==> config.mk <==
export PLATFORM = sky130hd
export DESIGN_NAME = pwlcq_ctrl
export DESIGN_NICKNAME = d
export VERILOG_FILES = /design/src/design/pwlcq_pkg.sv /design/src/design/pwlcq_ctrl.sv
export SDC_FILE = /design/constraint.sdc
export NUM_CORES = 1
export LEC_CHECK = 0
export ABC_AREA = 1
export BUFFER_PORTS_ARGS = -buffer_cell sky130_fd_sc_hd__buf_2
export CAP_MARGIN = 20
export CORE_AREA = 2 2 39 41
export CTS_CLUSTER_DIAMETER = 80
export DETAILED_ROUTE_END_ITERATION = 12
export DIE_AREA = 0 0 41 43
export PLACE_DENSITY_LB_ADDON = 0.1
export SLEW_MARGIN = 30
export SYNTH_ARGS = -nofsm -noshare
export SYNTH_HDL_FRONTEND = slang
export SYNTH_SLANG_ARGS = --single-unit
export TNS_END_PERCENT = 5
==> constraint.sdc <==
create_clock -name clk -period 1.4 [get_ports clk]
set_input_delay 0.28 -clock clk [delete_from_list [all_inputs] [get_ports clk]]
set_output_delay 0.28 -clock clk [all_outputs]
set_load 0.1 [all_outputs]
==> src/design/pwlcq_pkg.sv <==
package pwlcq_pkg;

  localparam int POINTS = 64;
  localparam int IDX_W  = 6;   // table address bits
  localparam int N_W    = 7;   // point count, holds POINTS itself

  localparam logic [1:0] OP_LOAD   = 2'd0;
  localparam logic [1:0] OP_CDF    = 2'd1;
  localparam logic [1:0] OP_QUANT  = 2'd2;
  localparam logic [1:0] OP_UNUSED = 2'd3;  // no effect, returns zero

  localparam logic [1:0] ST_OK   = 2'd0;
  localparam logic [1:0] ST_ZDIV = 2'd1;
  localparam logic [1:0] ST_SAT  = 2'd2;

  localparam int DIV_STEPS = 32;  // two quotient bits per step, 64-bit dividend

  typedef struct packed {
    logic start;     // input word accepted
    logic probe;     // search: check end, issue probe read
    logic cmp;       // search: compare probe key
    logic rda;       // read lower interval point
    logic rdb;       // read upper interval point
    logic setup;     // form operands, detect early exits
    logic mul;       // multiply magnitudes into divider
    logic div_step;  // one divider step
    logic fin;       // sign, add base, saturate
    logic out_load;  // move result into output register
  } cmd_t;

  typedef struct packed {
    logic search_end;
    logic early;
    logic div_last;
    logic out_free;
  } stat_t;

endpackage

==> src/design/pwlcq_ctrl.sv <==
module pwlcq_ctrl (
  input  logic                clk,
  input  logic                rst,
  input  logic                s_tvalid,
  input  logic [1:0]          s_tuser,
  output logic                s_tready,
  input  pwlcq_pkg::stat_t    stat,
  output pwlcq_pkg::cmd_t     cmd
);

  typedef enum logic [3:0] {
    S_IDLE, S_PROBE, S_CMP, S_RDA, S_RDB, S_SETUP, S_MUL, S_DIV, S_FIN, S_OUT
  } state_t;

  state_t state;

  always_comb begin
    cmd          = '0;
    s_tready     = (state == S_IDLE);
    cmd.start    = (state == S_IDLE) && s_tvalid;
    cmd.probe    = (state == S_PROBE);
    cmd.cmp      = (state == S_CMP);
    cmd.rda      = (state == S_RDA);
    cmd.rdb      = (state == S_RDB);
    cmd.setup    = (state == S_SETUP);
    cmd.mul      = (state == S_MUL);
    cmd.div_step = (state == S_DIV);
    cmd.fin      = (state == S_FIN);
    cmd.out_load = (state == S_OUT) && stat.out_free;
  end

  always_ff @(posedge clk) begin
    if (rst) begin
      state <= S_IDLE;
    end else begin
      case (state)
        S_IDLE: begin
          if (s_tvalid) begin
            if (s_tuser == pwlcq_pkg::OP_CDF || s_tuser == pwlcq_pkg::OP_QUANT) begin
              state <= S_PROBE;
            end else begin
              state <= S_OUT;
            end
          end
        end
        S_PROBE: state <= stat.search_end ? S_RDA : S_CMP;
        S_CMP:   state <= S_PROBE;
        S_RDA:   state <= S_RDB;
        S_RDB:   state <= S_SETUP;
        S_SETUP: state <= stat.early ? S_OUT : S_MUL;
        S_MUL:   state <= S_DIV;
        S_DIV: begin
          if (stat.div_last) begin
            state <= S_FIN;
          end
        end
        S_FIN:   state <= S_OUT;
        S_OUT: begin
          if (stat.out_free) begin
            state <= S_IDLE;
          end
        end
        default: state <= S_IDLE;
      endcase
    end
  end

endmodule

==> results of run 1 <==
-- layout by cell type (no fill, tap or decap), types with 4 or more instances in the layout --
| cell type | netlist | final |
|---|---|---|
| nand2_2 | 2 | 4 |
| nand2_1 | 15 | 11 |
| inv_2 | 4 | 6 |
| nor2_4 | 1 | 9 |
| nor2_1 | 11 | 6 |
| nand3_1 | 4 | 4 |
| buf_2 | 0 | 8 |
| inv_1 | 12 | 7 |
| buf_12 | 0 | 11 |
-- layout make-up --
class,count,area [um^2],area share
multi-input combinational,46,318,0.403
sequential,4,92.6,0.117
tap,16,20.0,0.0254
clock buffer,3,22.5,0.0286
inverter,16,67.6,0.0857
timing repair buffer,20,268,0.340
-- through the flow --
step / std cells / instance area, um^2 / util / worst slack, ps / hold WS, ps
after detailed placement: 101 / 696 / 0.503 / 130 / 486
after floorplan: 66 / 415 / - / -341 / 335
after global placement: 101 / 696 / 0.503 / 114 / 489
final: 105 / 788 / 0.570 / -33.6 / 246
after CTS: 105 / 771 / 0.557 / -49.9 / 237
after global routing: 105 / 788 / 0.570 / -88.5 / 251
-- worst max-delay path, stage by stage, from the launching register on --
cell and delay (ps):
dfxtp_4 360, nor2_4 170, nand2_4 90, nor2_4 110
buf_12 180
-- power by group through the flow --
stage | logic [mW] | clock network [mW] | registers (mW)
floorplan | 0.991 | 0 | 0.214
global placement | 1.44 | 0 | 0.222
detailed placement | 1.44 | 0 | 0.224
CTS | 1.52 | 0.146 | 0.259
global route | 1.64 | 0.152 | 0.272
finish | 1.56 | 0.140 | 0.263
-- synthesized netlist by cell type --
cell type	count	area (um^2)
nor2_2	5	31.3
a31oi_1	2	12.5
nor4_1	1	6.26
nor2_1	11	41.3
a21oi_2	1	8.76
dfxtp_1	4	80.1
nand2_1	15	56.3
a21oi_1	1	5.00
xnor2_1	1	8.76
inv_1	12	45.0
nand3_1	4	20.0
o21ai_1	1	5.00
nand2_2	2	12.5
inv_2	4	15.0
nand2_4	1	11.3
nor2_4	1	11.3
-- cell families (layout without fill, tap and decap cells) --
logic type | after synthesis | in the layout | synth area share
buffers and inverters | 16 | 39 | 0.162
AOI/OAI and AO/OA | 5 | 5 | 0.0844
and+or+nand+nor | 40 | 40 | 0.514
DFF | 4 | 4 | 0.216
xor gates and xnor gates | 1 | 1 | 0.0237
-- path summary, 6_finish.rpt --
| check | slack (ps) | start | end | cells after the start |
|---|---|---|---|---|
| worst min register to register | 640 | state[2] | state[1] | 3 |
| worst min-delay path | 250 | rst | state[0] | 2 |
| worst max-delay path | -30 | state[2] | cmd[9] | 4 |
| worst max register to register | 110 | state[3] | state[3] | 8 |
-- per-layer routing --
metal | share of wire | vias to the layer above
met3 | 0.047 | 0
met4 | 0 | 0
met1 | 0.41 | 201
met5 | 0 | -
li1 | - | 245
met2 | 0.54 | 13
-- repair_timing --
item	CTS	global route
gates resized for setup	16	7
endpoints found under the setup margin	11	11
pin swaps	1	2
setup buffers	1	0
==> flow_summary.toml, run 1 <==
[cts]
cts-hold-fix-buffers = 0
numCtsBuffers = 3
cts_tree = "built"
path_clk_slew_ps = 40
ctsRootBufferMaster = "clkbuf_4"
clk_latency_ps = 230
cts_sinks = 4
cts_buffer_depth = 2
htreeDepth = 1

[drt]
wl_um = 1020
wl_per_cell_um = 9.73
drt_iter0_drc = 3
postRouteAntennaNets = 0
num_vias = 459
via_per_inst = 4.37
first_pass_iters = 2
drc_errors = 0

[die]
initial_utilization = 0.268
coreArea_um2 = 1380
die-area_um2 = 1760
die_h_um = 43
rows = 14
io_pins = 20
die_w_um = 41

[sta]
finalSetupTns_ps = -139
rsz0062_at_grt = "true"
finalCriticalPeriod_ps = 1430
skew_ps = 4.02
finalHoldViolations = 0
drv_slew = 0
timing.fmax_mhz = 698
setup_viol = 8
worst_slew_pin_slew_ps = 257
max_slew_margin = 0.828
finalWorstSetupSlack_ps = -33.6
period_share = 1.02

[final_layout]
area_growth_pct = 113
n_fill_cell = 138
n_antenna_cell = 0
drive_above_1_share = 0.629
largest_register_ffs = 4
top_regs = "state (4)"
regMostFlops = "state"
final_nets = 100

[yosys]
ys_warn_count = 0
syn_inst = 66
synth_cell_type_count = 16
ys_ff_latch = 4
synth_fp_nets = 75
postSynthAreaPerCell_um2 = 5.61
ys_seq_area_frac = 0.216
synthesis.area_um2 = 370

[global_routing]
track_usage = 0.139
grt-busiest-layer = "met2"
grt-ovfl-total = 0
grt_pass1_wl_um = 1680
grt_max_degree = 6
use_met2 = 0.228
first_global_vias = 438
grt_util_met3 = 0.0576
use_met1 = 0.164
antenna_found_initial = 0

[outcome]
violations = "negative setup slack"
outcome = "complete, but fails checks"

[setup_path]
arrival_ps = 1150
critPathLaunchType = "flop"
cp_max_fo = 4
critPathKind = "flop to output port"
required_ps = 1120
end_kind = "output port"

[pwr]
power_mw = 1.96
internal_power_uw = 780
clkPwrFrac = 0.071
pwr-share-comb = 0.794
vdd.ir_drop.worst_v = 0.00179
swShare = 0.602
p_per_area_nw_per_um2 = 2480
switching_power_mw = 1.18
p_leak_nw = 0.367
seq_power_share = 0.134

[placement]
post-dp-hpwl_um = 836
gp_congestion = 0.822
port-buffer-count = 19

[hold_path]
hold_class = "input port to flop"

[flow_run]
maxCapViolCount = 0
Power figures use the tool's default switching activity.
==> run 2: changes to the inputs <==
- CTS_CLUSTER_DIAMETER: 80 -> 150
- REMOVE_ABC_BUFFERS: not set -> 1
==> run 2 against run 1 <==
Against the previous run:
- the flow still finishes with violations (negative setup slack)
- register-to-register slack improved by 140 ps
- die area did not move
- global-route usage rose by 0.99 points
- design area rose by 1.7%
- clock skew fell by 1.6 ps
- core utilization rose by 0.99 points
- setup slack got worse by 65 ps
- hold slack got worse by 2.9 ps
- sequential power fell by 5%
- cell count rose by 4.8%
- critical path depth rose by 2
- sequential share of layout area rose by 0.11 points
- critical path type unchanged
- critical endpoint is now cmd[4]
- largest cell class is now buffers
==> flow_summary.toml, run 2 (synthesis gave the netlist of run 1 again) <==
[outcome]
outcome = "complete, but fails checks"
violations = "negative setup slack"

[global_routing]
grt_pass1_wl_um = 1770
grt-ovfl-total = 0
antenna_found_initial = 0
grt-busiest-layer = "met2"
first_global_vias = 456
grt_util_met3 = 0.0524
use_met1 = 0.189
track_usage = 0.148
grt_max_degree = 6
use_met2 = 0.228

[placement]
gp_congestion = 0.805
placed_area_um2 = 666
port-buffer-count = 19
post-dp-hpwl_um = 847

[sta]
worst_slew_pin_slew_ps = 180
finalHoldViolations = 0
period_share = 1.07
max_slew_margin = 0.879
rsz0062_at_grt = "true"
drv_slew = 0
finalWorstSetupSlack_ps = -98.2
setup_viol = 11
finalCriticalPeriod_ps = 1500
timing.fmax_mhz = 667
finalSetupTns_ps = -662
skew_ps = 2.43

[cts]
htreeDepth = 1
cts_buffer_depth = 2
ctsRootBufferMaster = "clkbuf_4"
numCtsBuffers = 3
cts_sinks = 4
cts-hold-fix-buffers = 0
cts_tree = "built"
clk_latency_ps = 240
path_clk_slew_ps = 40

[drt]
first_pass_iters = 4
drc_errors = 0
postRouteAntennaNets = 0
num_vias = 487
via_per_inst = 4.43
wl_per_cell_um = 9.65
drt_iter0_drc = 6
wl_um = 1060

[final_layout]
drive_above_1_share = 0.649
final_cell_mix = "nand2_1, buf_12, inv_2, buf_2, inv_1"
largest_register_ffs = 4
area_growth_pct = 117
final_nets = 105
top_regs = "state (4)"
final_cell_area_um2 = 802
n_antenna_cell = 0
regMostFlops = "state"

[hold_path]
worstHoldPathCells = 2
min_from = "rst"
hold_class = "input port to flop"
hold_end = "state[0]"

[pwr]
vdd.ir_drop.worst_v = 0.00179
p_per_area_nw_per_um2 = 2390
p_leak_nw = 0.382

[die]
die_w_um = 41
coreArea_um2 = 1380
io_pins = 20
rows = 14
initial_utilization = 0.268
die_h_um = 43
die-area_um2 = 1760

[flow_run]
maxCapViolCount = 0

[setup_path]
r2r-end = "state[0]"
r2r-start = "state[2]"
end_kind = "output port"
critPathKind = "flop to output port"
reg2regPathDepth = 9
arrival_ps = 1220
cp_max_fo = 4
required_ps = 1120
r2r_slack_ps = 250
critPathLaunchType = "flop"
-- run 2: area by class of cell --
type | count | area (um^2)
fillers | 131 | 582
repair buffers | 25 | 309
multi-input cells | 46 | 293
flip-flops and latches | 4 | 95.1
inverters | 16 | 62.6
clock buffers | 3 | 22.5
well taps | 16 | 20.0
-- run 2: timing repair --
item,in CTS,in global routing
gates resized for setup,25,6
pin swaps,2,2
endpoints found under the setup margin,11,11
buffers inserted,4,0
-- run 2: worst max path at each step --
stage	depth (start not counted)	startpoint	slack, ps	endpoint
after global routing	4	state[0]	-170	cmd[0]
final	6	state[2]	-100	cmd[4]
after floorplan	2	state[0]	-2200	cmd[0]
after CTS	5	state[2]	-130	cmd[0]
after global placement	5	state[2]	70	cmd[0]
after detailed placement	4	state[0]	70	cmd[9]
-- run 2: critical path: stages, from the launching register on --
cell and delay, ps:
dfxtp_4 370, inv_4 50, buf_6 110, nor2_4 130
nand2_2 80, inv_2 70, buf_12 160
-- run 2: per-stage QoR --
| step | setup slack [ps] | instances | hold slack (ps) | util | total power, mW |
|---|---|---|---|---|---|
| 6_report | -98.2 | 110 | 243 | 0.580 | 1.91 |
| 5_1_grt | -166 | 110 | 242 | 0.580 | 2.02 |
| 4_1_cts | -132 | 110 | 236 | 0.563 | 1.88 |
| 3_5_place_dp | 74.5 | 103 | 490 | 0.481 | 1.59 |
| 3_3_place_gp | 74.2 | 103 | 490 | 0.481 | 1.58 |
| 2_1_floorplan | -2200 | 66 | 342 | - | 1.13 |
-- run 2: where the power goes --
group | leakage, nW | total [mW] | switching [mW] | internal (mW)
Combinational | 0.333 | 1.52 | 1.00 | 0.521
Clock | 0.0138 | 0.142 | 0.0459 | 0.0957
Sequential | 0.0356 | 0.250 | 0.0773 | 0.172
-- run 2: metal layers --
layer	wire, um	vias up
met4	14	0
met1	437	215
met2	558	14
met5	0	-
met3	51	2
li1	-	256
